==> config.mk <==
export PLATFORM = sky130hd
export DESIGN_NAME = byte_ring_buffer_line_reader_flat
export DESIGN_NICKNAME = d
export VERILOG_FILES = /design/src/sv/brb_pkg.sv /design/src/sv/brb_ifs.sv /design/src/sv/brb_mem.sv /design/src/sv/byte_ring_buffer_line_reader.sv /design/src/flat_wrapper.sv
export SDC_FILE = /design/constraint.sdc
export NUM_CORES = 1
export LEC_CHECK = 0
export BUFFER_PORTS_ARGS = -buffer_cell sky130_fd_sc_hd__buf_4
export CORE_MARGIN = 10
export CORE_UTILIZATION = 58
export CTS_CLUSTER_SIZE = 12
export DETAILED_ROUTE_END_ITERATION = 16
export PLACE_DENSITY = 0.75
export REMOVE_ABC_BUFFERS = 1
export SLEW_MARGIN = 20
export SYNTH_ARGS = -nofsm -noshare
export SYNTH_HDL_FRONTEND = slang
export SYNTH_SLANG_ARGS = --single-unit
==> constraint.sdc <==
create_clock -name clk -period 3.9 [get_ports clk]
set_input_delay 0 -clock clk [delete_from_list [all_inputs] [get_ports clk]]
set_output_delay 0 -clock clk [all_outputs]
set_load 0.02 [all_outputs]
==> src/sv/brb_pkg.sv <==
// Shared types and constants for the byte ring buffer line reader.
package brb_pkg;

	localparam int unsigned OP_W     = 2;
	localparam int unsigned DATA_W   = 8;
	localparam int unsigned STATUS_W = 2;
	localparam int unsigned FREE_W   = 6;
	localparam int unsigned COUNT_W  = 7;

	localparam logic [DATA_W-1:0] NEWLINE = 8'h0A;

	typedef enum logic [OP_W-1:0] {
		OP_PUT        = 2'd0,
		OP_GET        = 2'd1,
		OP_READ_UNTIL = 2'd2,
		OP_READ_LINE  = 2'd3
	} op_t;

	typedef enum logic [STATUS_W-1:0] {
		ST_OK      = 2'd0,
		ST_FULL    = 2'd1,
		ST_EMPTY   = 2'd2,
		ST_NO_LINE = 2'd3
	} status_t;

endpackage

==> src/sv/brb_ifs.sv <==
// Request and response channel interfaces of the byte ring buffer line reader.
interface brb_req_if;
	logic                          valid;
	logic                          ready;
	logic [brb_pkg::OP_W-1:0]      opcode;
	logic [brb_pkg::DATA_W-1:0]    data_byte;
	logic [brb_pkg::DATA_W-1:0]    delimiter;

	modport source (output valid, output opcode, output data_byte, output delimiter,
		input ready);
	modport sink (input valid, input opcode, input data_byte, input delimiter,
		output ready);
endinterface

interface brb_rsp_if;
	logic                           valid;
	logic                           ready;
	logic [brb_pkg::DATA_W-1:0]     out_byte;
	logic [brb_pkg::STATUS_W-1:0]   status;
	logic [brb_pkg::FREE_W-1:0]     free_space;
	logic [brb_pkg::COUNT_W-1:0]    read_count;
	logic                           last;

	modport source (output valid, output out_byte, output status, output free_space,
		output read_count, output last, input ready);
	modport sink (input valid, input out_byte, input status, input free_space,
		input read_count, input last, output ready);
endinterface

==> src/sv/brb_mem.sv <==
// Byte storage: one write port, one read port with registered read data.
module brb_mem #(
	parameter int unsigned DEPTH = 32
) (
	input  logic                               clk,
	input  logic                               we,
	input  logic [$clog2(DEPTH)-1:0]           waddr,
	input  logic [brb_pkg::DATA_W-1:0]         wdata,
	input  logic [$clog2(DEPTH)-1:0]           raddr,
	output logic [brb_pkg::DATA_W-1:0]         rdata
);

	logic [brb_pkg::DATA_W-1:0] mem_q [DEPTH];
	logic [brb_pkg::DATA_W-1:0] rdata_q;

	always_ff @(posedge clk) begin
		if (we) begin
			mem_q[waddr] <= wdata;
		end
		rdata_q <= mem_q[raddr];
	end

	assign rdata = rdata_q;

endmodule

==> src/sv/byte_ring_buffer_line_reader.sv <==
// Top level: byte ring buffer with put, get, read-until and read-line sequencer.
//
//   channel | dir | handshake     | payload
//   req     | in  | valid / ready | opcode, data_byte, delimiter
//   rsp     | out | valid / ready | out_byte, status, free_space, read_count, last
//
// One item at a time. Put and rejected or empty operations finish in the accept
// cycle. Each popped byte passes a memory read, then a compare and emit step,
// through the single registered read port and the shared byte comparator; a run
// that drains the buffer before a stop byte closes with an empty result. A line
// read first fetches and checks the stored bytes in turn until it meets a newline.
// Reset clears the indexes, occupancy and sequencer; stored bytes are not cleared.
// A stalled response holds the sequencer wherever it would emit.
module byte_ring_buffer_line_reader #(
	parameter int unsigned DEPTH = 32
) (
	input  logic        clk,
	input  logic        arst_n,
	brb_req_if.sink     req,
	brb_rsp_if.source   rsp
);

	localparam int unsigned AW = $clog2(DEPTH);
	localparam int unsigned CW = $clog2(DEPTH + 1);
	localparam logic [CW-1:0] DEPTH_C = CW'(DEPTH);
	localparam logic [AW-1:0] LAST_SLOT = AW'(DEPTH - 1);

	typedef enum logic [3:0] {
		S_IDLE  = 4'b0001,
		S_FETCH = 4'b0010,
		S_CHECK = 4'b0100,
		S_TAIL  = 4'b1000
	} state_t;

	typedef enum logic [1:0] {
		MODE_GET,
		MODE_RUN,
		MODE_SCAN
	} mode_t;

	state_t state_q, state_d;
	mode_t  mode_q, mode_d;

	logic [AW-1:0] wr_q, wr_d, rd_q, rd_d, scan_ptr_q, scan_ptr_d;
	logic [CW-1:0] occ_q, occ_d, scan_n_q, scan_n_d;
	logic [brb_pkg::COUNT_W-1:0] cnt_q, cnt_d;
	logic [brb_pkg::DATA_W-1:0]  cmp_q, cmp_d;

	logic                         out_valid_q;
	logic [brb_pkg::DATA_W-1:0]   out_byte_q;
	brb_pkg::status_t             out_status_q;
	logic [brb_pkg::FREE_W-1:0]   out_free_q;
	logic [brb_pkg::COUNT_W-1:0]  out_count_q;
	logic                         out_last_q;

	logic                         emit;
	logic [brb_pkg::DATA_W-1:0]   e_byte;
	brb_pkg::status_t             e_status;
	logic [brb_pkg::COUNT_W-1:0]  e_count;
	logic                         e_last;

	logic                         out_room;
	logic                         accept;
	logic                         mem_we;
	logic [AW-1:0]                raddr;
	logic [brb_pkg::DATA_W-1:0]   rdata;
	logic                         hit;
	brb_pkg::op_t                 op;

	function automatic logic [AW-1:0] next_slot(input logic [AW-1:0] i);
		next_slot = (i == LAST_SLOT) ? '0 : AW'(i + 1'b1);
	endfunction

	brb_mem #(.DEPTH(DEPTH)) u_mem (
		.clk   (clk),
		.we    (mem_we),
		.waddr (wr_q),
		.wdata (req.data_byte),
		.raddr (raddr),
		.rdata (rdata)
	);

	assign out_room  = !out_valid_q || rsp.ready;
	assign req.ready = (state_q == S_IDLE) && out_room;
	assign accept    = req.valid && req.ready;
	assign op        = brb_pkg::op_t'(req.opcode);
	assign raddr     = (mode_q == MODE_SCAN) ? scan_ptr_q : rd_q;
	// shared comparator: delimiter in a run, newline in a line scan
	assign hit       = (rdata == cmp_q);

	always_comb begin
		state_d    = state_q;
		mode_d     = mode_q;
		wr_d       = wr_q;
		rd_d       = rd_q;
		occ_d      = occ_q;
		scan_ptr_d = scan_ptr_q;
		scan_n_d   = scan_n_q;
		cnt_d      = cnt_q;
		cmp_d      = cmp_q;
		mem_we     = 1'b0;
		emit       = 1'b0;
		e_byte     = '0;
		e_status   = brb_pkg::ST_OK;
		e_count    = '0;
		e_last     = 1'b1;

		unique case (state_q)
			S_IDLE: begin
				if (accept) begin
					unique case (op)
						brb_pkg::OP_PUT: begin
							emit = 1'b1;
							if (occ_q == DEPTH_C) begin
								e_status = brb_pkg::ST_FULL;
							end else begin
								mem_we = 1'b1;
								wr_d   = next_slot(wr_q);
								occ_d  = CW'(occ_q + 1'b1);
							end
						end
						brb_pkg::OP_GET: begin
							mode_d = MODE_GET;
							if (occ_q == '0) begin
								emit     = 1'b1;
								e_status = brb_pkg::ST_EMPTY;
							end else begin
								state_d = S_FETCH;
							end
						end
						brb_pkg::OP_READ_UNTIL: begin
							mode_d = MODE_RUN;
							cmp_d  = req.delimiter;
							cnt_d  = '0;
							if (occ_q == '0) begin
								emit     = 1'b1;
								e_status = brb_pkg::ST_EMPTY;
								e_count  = brb_pkg::COUNT_W'(1);
							end else begin
								state_d = S_FETCH;
							end
						end
						brb_pkg::OP_READ_LINE: begin
							mode_d     = MODE_SCAN;
							cmp_d      = brb_pkg::NEWLINE;
							cnt_d      = '0;
							scan_ptr_d = rd_q;
							scan_n_d   = '0;
							if (occ_q == '0) begin
								emit     = 1'b1;
								e_status = brb_pkg::ST_NO_LINE;
							end else begin
								state_d = S_FETCH;
							end
						end
						default: begin
							state_d = S_IDLE;
						end
					endcase
				end
			end
			S_FETCH: begin
				state_d = S_CHECK;
			end
			S_CHECK: begin
				if (out_room) begin
					case (mode_q)
						MODE_SCAN: begin
							if (hit) begin
								// newline found: rescan from the tail as a run
								mode_d  = MODE_RUN;
								state_d = S_FETCH;
							end else begin
								scan_n_d   = CW'(scan_n_q + 1'b1);
								scan_ptr_d = next_slot(scan_ptr_q);
								if (scan_n_d == occ_q) begin
									emit     = 1'b1;
									e_status = brb_pkg::ST_NO_LINE;
									state_d  = S_IDLE;
								end else begin
									state_d = S_FETCH;
								end
							end
						end
						MODE_GET: begin
							rd_d    = next_slot(rd_q);
							occ_d   = CW'(occ_q - 1'b1);
							emit    = 1'b1;
							e_byte  = rdata;
							state_d = S_IDLE;
						end
						default: begin
							rd_d    = next_slot(rd_q);
							occ_d   = CW'(occ_q - 1'b1);
							cnt_d   = brb_pkg::COUNT_W'(cnt_q + 1'b1);
							emit    = 1'b1;
							e_byte  = rdata;
							e_count = cnt_d;
							if (hit || rdata == '0) begin
								state_d = S_IDLE;
							end else begin
								e_last  = 1'b0;
								state_d = (occ_d == '0) ? S_TAIL : S_FETCH;
							end
						end
					endcase
				end
			end
			S_TAIL: begin
				// drained before a stop byte: close the run with an empty result
				if (out_room) begin
					cnt_d    = brb_pkg::COUNT_W'(cnt_q + 1'b1);
					emit     = 1'b1;
					e_status = brb_pkg::ST_EMPTY;
					e_count  = cnt_d;
					state_d  = S_IDLE;
				end
			end
			default: begin
				state_d = S_IDLE;
			end
		endcase
	end

	always_ff @(posedge clk or negedge arst_n) begin
		if (!arst_n) begin
			state_q     <= S_IDLE;
			mode_q      <= MODE_GET;
			wr_q        <= '0;
			rd_q        <= '0;
			occ_q       <= '0;
			scan_ptr_q  <= '0;
			scan_n_q    <= '0;
			cnt_q       <= '0;
			out_valid_q <= 1'b0;
		end else begin
			state_q    <= state_d;
			mode_q     <= mode_d;
			wr_q       <= wr_d;
			rd_q       <= rd_d;
			occ_q      <= occ_d;
			scan_ptr_q <= scan_ptr_d;
			scan_n_q   <= scan_n_d;
			cnt_q      <= cnt_d;
			if (emit) begin
				out_valid_q <= 1'b1;
			end else if (rsp.ready) begin
				out_valid_q <= 1'b0;
			end
		end
	end

	always_ff @(posedge clk) begin
		cmp_q <= cmp_d;
		if (emit) begin
			out_byte_q   <= e_byte;
			out_status_q <= e_status;
			out_free_q   <= brb_pkg::FREE_W'(DEPTH_C - occ_d);
			out_count_q  <= e_count;
			out_last_q   <= e_last;
		end
	end

	assign rsp.valid      = out_valid_q;
	assign rsp.out_byte   = out_byte_q;
	assign rsp.status     = out_status_q;
	assign rsp.free_space = out_free_q;
	assign rsp.read_count = out_count_q;
	assign rsp.last       = out_last_q;

endmodule
==> src/flat_wrapper.sv <==
// flat-port wrapper written by rule: the top's interface ports become plain ports
module byte_ring_buffer_line_reader_flat 
#(
	parameter int unsigned DEPTH = 32
)
  (clk, arst_n, req_valid, req_opcode, req_data_byte, req_delimiter, req_ready, rsp_valid, rsp_out_byte, rsp_status, rsp_free_space, rsp_read_count, rsp_last, rsp_ready);
  brb_req_if req_i ();
  brb_rsp_if rsp_i ();
  input  logic clk;
  input  logic arst_n;
  input wire logic [$bits(req_i.valid)-1:0] req_valid;
  input wire logic [$bits(req_i.opcode)-1:0] req_opcode;
  input wire logic [$bits(req_i.data_byte)-1:0] req_data_byte;
  input wire logic [$bits(req_i.delimiter)-1:0] req_delimiter;
  output wire logic [$bits(req_i.ready)-1:0] req_ready;
  output wire logic [$bits(rsp_i.valid)-1:0] rsp_valid;
  output wire logic [$bits(rsp_i.out_byte)-1:0] rsp_out_byte;
  output wire logic [$bits(rsp_i.status)-1:0] rsp_status;
  output wire logic [$bits(rsp_i.free_space)-1:0] rsp_free_space;
  output wire logic [$bits(rsp_i.read_count)-1:0] rsp_read_count;
  output wire logic [$bits(rsp_i.last)-1:0] rsp_last;
  input wire logic [$bits(rsp_i.ready)-1:0] rsp_ready;
  assign req_i.valid = req_valid;
  assign req_i.opcode = req_opcode;
  assign req_i.data_byte = req_data_byte;
  assign req_i.delimiter = req_delimiter;
  assign req_ready = req_i.ready;
  assign rsp_valid = rsp_i.valid;
  assign rsp_out_byte = rsp_i.out_byte;
  assign rsp_status = rsp_i.status;
  assign rsp_free_space = rsp_i.free_space;
  assign rsp_read_count = rsp_i.read_count;
  assign rsp_last = rsp_i.last;
  assign rsp_i.ready = rsp_ready;
  byte_ring_buffer_line_reader #(.DEPTH(DEPTH)) u_core (.clk(clk), .arst_n(arst_n), .req(req_i), .rsp(rsp_i));
endmodule
Yosys cells after proc, flatten, opt, wreduce, memory -nomap -nowiden

Memories as Yosys holds them, arrays and structs flattened. A register that Yosys moved wholly into a read port is not among the register bits.
Index checks and enable logic that the tools add are counted.

Memory bits (writable): 256
Latch bits: 0
Input bits: 22
Memories kept: 1
ROM bits: 0
Output and inout port bits: 26
Flip-flop bits (word level): 73

Memory list:

| name               | words | bits a word | rd ports | clocked after memory_dff | write ports | RTL line      | text |
|---|---|---|---|---|---|---|---|
| u_core.u_mem.mem_q | 32    | 8           | 1        | 1                        | 1           | brb_mem.sv:13 | `logic [brb_pkg::DATA_W-1:0] mem_q [DEPTH];` |

Muxes and demuxes: 82
Shift operators: 0
Divide/modulo/power cells: 0
Reductions and logical operators: 27
Eq/ne operators: 26
Order comparisons: 0
$add $sub $neg: 8
Bitwise gates (word level): 4
Multipliers: 0

Operators with widths:

| kind                  | number |
|---|---|
| $mux W7               | 10 |
| $mux W6               | 10 |
| $mux W5               | 9 |
| $pmux W7 S3           | 2 |
| $mux W4               | 8 |
| $mux W2               | 13 |
| $pmux W6 S2           | 2 |
| $mux W1               | 18 |
| $pmux W2 S3           | 3 |
| $reduce_and A6 Y1     | 3 |
| $pmux W4 S4           | 1 |
| $pmux W8 S2           | 1 |
| $add A5 B1 Y5 const B | 3 |
| $eq A5 B5 Y1 const B  | 3 |
| $add A6 B1 Y6 const B | 2 |
| $logic_not A6 Y1      | 2 |
| $ne A2 B2 Y1 const B  | 6 |
| $ne A2 B1 Y1 const B  | 5 |
| $pmux W5 S2           | 1 |
| $eq A8 B8 Y1          | 1 |
| $logic_not A8 Y1      | 1 |
| $pmux W4 S2           | 1 |
| $add A7 B1 Y7 const B | 1 |
| $eq A2 B2 Y1 const B  | 3 |
| other kinds (26)      | 38 |

Logic depth before layout (Yosys ltp)

Depth in word-level cells: 8
Mapped depth: 12

Cells and area by module

From an unflattened synthesis, not the netlist that was laid out.

Cell total of the unflattened synthesis: 832
Area, all modules: 14,233.7 um^2

By module, submodules not included:

| module                       | times used | cells an instance | sequential area each (um^2) | area an instance (um^2) |
|---|---|---|---|---|
| brb_mem                      | 1          | 417               | 7,847.5                     | 10,053.4 |
| byte_ring_buffer_line_reader | 1          | 415               | 1,988.2                     | 4,180.3 |

Worst setup path after synthesis

Ideal clock, no wire load.

Kind: reg-to-reg
Start: register u_core.state_q[1]
End: register u_core.out_free_q (netlist bit u_core.rsp.free_space[0]) (enable)
Arrival time: 2,958 ps
Setup time: 415 ps
Period minus slack after synthesis: 3,373 ps
Path slack: 527 ps
Cell stages (with the launch flop): 7
Cells stage by stage: dfrtp_1 > buf_6 > or4b_2 > clkbuf_1 > nor2_1 > o21ai_0 > o2111ai_1

Longest elaborated chain between the ends: 5

RTL lines:

| what                   | RTL line                                                                | text |
|---|---|---|
| from (decl)            | byte_ring_buffer_line_reader.sv:41                                      | `state_t state_q, state_d;` |
| from (signal assigned) | byte_ring_buffer_line_reader.sv:237                                     | `state_q <= state_d;` |
| $eq A4 B1 Y1           | byte_ring_buffer_line_reader.sv:84, byte_ring_buffer_line_reader.sv:108 |  |
| $logic_and A1 B1 Y1    | byte_ring_buffer_line_reader.sv:84                                      | `assign req.ready = (state_q == S_IDLE) && out_room;` |
| $logic_and A1 B1 Y1    | byte_ring_buffer_line_reader.sv:85                                      | `assign accept = req.valid && req.ready;` |
| $mux W1                | byte_ring_buffer_line_reader.sv:110                                     | `if (accept) begin` |
| $pmux W1 S3 *          | byte_ring_buffer_line_reader.sv:108                                     | `unique case (state_q)` |
| named net u_core.emit  | byte_ring_buffer_line_reader.sv:56                                      | `logic emit;` |
| to (signal assigned)   | byte_ring_buffer_line_reader.sv:258                                     | `out_free_q <= brb_pkg::FREE_W'(DEPTH_C - occ_d);` |
| to (decl)              | byte_ring_buffer_line_reader.sv:52                                      | `logic [brb_pkg::FREE_W-1:0] out_free_q;` |

Mark *: on every way through the listed nets, which the timed path passes. The rest lies on a longest branch.
A chain may end at the register's enable or synchronous reset.

Worst setup path after layout

Start: register u_core.state_q[0]
End: memory u_core.u_mem.mem_q[10][2] in the netlist's numbering (enable)

Longest elaborated chain between the ends: 7

RTL lines:

| what                            | RTL line                                                                | text |
|---|---|---|
| $eq A4 B1 Y1 *                  | byte_ring_buffer_line_reader.sv:84, byte_ring_buffer_line_reader.sv:108 |  |
| $logic_and A1 B1 Y1             | byte_ring_buffer_line_reader.sv:84                                      |  |
| $logic_and A1 B1 Y1             | byte_ring_buffer_line_reader.sv:85                                      |  |
| $mux W1                         | byte_ring_buffer_line_reader.sv:110                                     |  |
| $mux W1 *                       | byte_ring_buffer_line_reader.sv:108                                     |  |
| $mux W1 *                       | brb_mem.sv:17                                                           | `if (we) begin` |
| $mux W1 (implied by the code) * | brb_mem.sv:18                                                           | `mem_q[waddr] <= wdata;` |
| to (decl)                       | brb_mem.sv:13                                                           |  |

Mark *: on every way between the ends. The rest lies on a longest branch, timed or not.

==> metrics.cfg <==
[clock_network]
clk_latency_ns = 0.53
clkTransAtPathRegs_ns = 0.06
htreeDepth = 2
cts_tree = built
cts_buffers = 37
root_buffer = clkbuf_16
clock_sinks = 337
clockBufferDepth = 3

[timing]
rsz0062_at_grt = false
fin_crit_ns = 3.40
timing.final.crit_share = 0.872
fmax_mhz = 294
setup_viol = 0
clock-skew-final_ns = 0.0302
worstMarginPinSlew_ns = 0.920
finalHoldViolCount = 0
slew-limit-headroom = 0.371
slew_violations = 0
setup_tns_ns = 0
fin_hold_ws_ns = 0.0180

[flow_run]
max_cap_violations = 0

[logic_synthesis]
syn_inst = 1148
ys_ff_latch = 337
ys_top_cells_by_area = edfxtp_1 (58%), mux2i_1 (7.2%), dfrtp_1 (6.7%)
yosys_most_used_dff = edfxtp_1
async_flop_share = 0.122
synth_edf_count = 288
synthesis.area_um2 = 14900
synth_top_area_frac = 0.579
yosys.area.top_type = edfxtp_1
syn_area_per_cell_um2 = 13.0
yosysSeqAreaShare = 0.658
ys_types = 71
yosysWarnings = 0
post-synth-top-count-cell = edfxtp_1
synth_common_cells = edfxtp_1 (288), nor2_1 (140), mux2i_1 (107)

[power_and_ir_drop]
p_comb_frac = 0.246
switchingPower_mw = 3.20
intPower_mw = 7.10
p_leak_nw = 6.02
swShare = 0.311
clkPwrFrac = 0.326
fin_total_pwr_mw = 10.3
seqPwrFrac = 0.428
power_density_nw_per_um2 = 606
ir_drop_uv = 548

[finish]
final_cells = 1569
drive_gt1_frac = 0.122
fin_nets = 1260
post-route-util = 0.673
areaGrowthSynthToFinish_pct = 13.7
fill_cells = 1781
antennaDiodeCount = 0

[placed_design]
hpwl_mm = 22.6
portBuffers = 47
place_inst = 1491
finalWeightedCongestion = 0.905

[global_route]
grt_pass1_wl_mm = 54.3
grt_pass1_vias = 9591
overflow = 0
grt_max_degree = 71
grt_usage = 0.210
antenna_found_initial = 0

[critical_path]
worstPathCellList = or4b_4 > or3_1 > nor2_2 > nand2_1 > nor2_1
path_class = flop to flop
slowest_delay_ns = 0.67
cp_max_fo = 8
arrival_ns = 3.54
slowest_stage = nor2_1
startpoint_type = flop
endpoint_kind = flop
cp.required_ns = 4.04

[run_status]
outcome = complete, no violations

[routing]
route.detailed.drc = 0
routed-via-count = 9804
drt-total-wl_mm = 35.5
routedWlPerCell_um = 22.6
ant_nets = 0
viasPerCell = 6.25
drt-pass1-iter-count = 5
drtIter0Drc = 1222

[die]
ios = 48
die_y_um = 180
start_util = 0.592
die_area_um2 = 32600
fp.coreArea_um2 = 25300
die_w_um = 180
fp-row-count = 58

[worst_hold_path]
hp-class = primary input to asynchronous set/reset pin

==> routing by layer <==
layer | routed length [um] | GRT usage | up-vias
li1 | - | - | 4452
met1 | 14200 | 0.267 | 4811
met2 | 17300 | 0.353 | 469
met3 | 2880 | 0.0386 | 72
met4 | 1120 | 0.0745 | 0
met5 | 0 | 0 | -
==> cell families (layout without fill, tap and decap cells) <==
family	Yosys count	in the layout	synth area share
AND/OR/NAND/NOR	373	373	0.117
flip-flops	337	337	0.658
AO/OA/AOI/OAI	187	187	0.0852
multiplexers	111	111	0.0747
buffers and inverters	87	178	0.0272
XOR/XNOR	33	33	0.0203
adder cells (fa/ha/maj)	20	20	0.0168
==> power by group through the flow <==
stage,logic [mW],registers [mW],clock network (mW)
3_5_place_dp,2.48,4.47,0
3_3_place_gp,2.42,4.46,0
6_report,2.53,4.41,3.36
4_1_cts,2.50,4.40,3.40
2_1_floorplan,1.66,4.49,0
5_1_grt,2.75,4.43,3.55
==> registers in the layout, summed over array words and instances (netlist names), 6 cells and up <==
register               count
u_core.cnt_q               7
u_core.occ_q               6
u_core.scan_n_q            6
u_core.rsp.out_byte        8
u_core.u_mem.mem_q       256
u_core.rsp.free_space      6
u_core.rsp.read_count      7
u_core.u_mem.rdata         8
u_core.cmp_q               8
==> cell type report <==
cell class | count | area [um2] | area share
flip-flops and latches | 337 | 9840 | 0.579
multi-input cells | 724 | 4720 | 0.278
clock buffers | 45 | 997 | 0.0587
repair buffers | 94 | 763 | 0.0449
well taps | 330 | 413 | 0.0243
clock inverters | 15 | 171 | 0.0101
inverters | 24 | 90.1 | 0.00530
==> final timing paths <==
kind	startpoint	to	slack, ns	cells past startpoint
max	u_core.state_q[0]$_DFFE_PN1P_	u_core.u_mem.mem_q[10][2]$_DFFE_PP_	0.50	5
max reg2reg	u_core.state_q[0]$_DFFE_PN1P_	u_core.u_mem.mem_q[10][2]$_DFFE_PP_	0.50	5
min	arst_n	u_core.wr_q[4]$_DFFE_PN0P_	0.02	2
max in group asynchronous	arst_n	u_core.cnt_q[2]$_DFFE_PN0P_	3.49	2
min reg2reg	u_core.cnt_q[6]$_DFFE_PN0P_	u_core.cnt_q[6]$_DFFE_PN0P_	0.50	1
min in group clk	rsp_ready	u_core.state_q[1]$_DFFE_PN0P_	0.06	4
==> placed cells by master, fill, tap and decap left out, types with 6 or more instances in the layout <==
master         count
edfxtp_1         288
nor2_1           140
mux2i_1          107
nand2_1          104
buf_4             75
o21ai_0           64
dfrtp_1           40
clkbuf_16         38
inv_1             24
xnor2_1           22
nand3_1           21
nand4_1           21
ha_1              20
a32oi_1           18
dlygate4sd3_1     18
nor3_1            16
a31oi_1           15
a22oi_1           15
a211oi_1          12
a21oi_1           10
and2_1            10
xor2_1            10
nor2b_1            9
a2111oi_0          8
dfxtp_1            8
and3_1             7
or3_1              6
nor4b_1            6
o32ai_1            6
a311oi_1           6
clkinv_1           6
==> metrics by stage <==
| stage | setup WS (ns) | area (um2) |
|---|---|---|
| final | 0.500 | 17000 |
| after global routing | 0.414 | 17000 |
| after CTS | 0.541 | 17000 |
| after detailed placement | 0.557 | 15600 |
| after global placement | 0.739 | 15600 |
| after floorplan | -2.00 | 14600 |
==> worst max-delay path: cells and delay by family, from the launching register on <==
family	cells	cell delay [ns]
AND/OR/NAND/NOR	5	2.44
flip-flops	1	0.59
==> timing repair <==
action / CTS / global route
resized for setup: 0 / 0
endpoints found under the hold margin: 307 / 0
setup buffers: 0 / 0
hold buffers: 18 / 0
No activity file was read; power rests on OpenSTA's default activity.
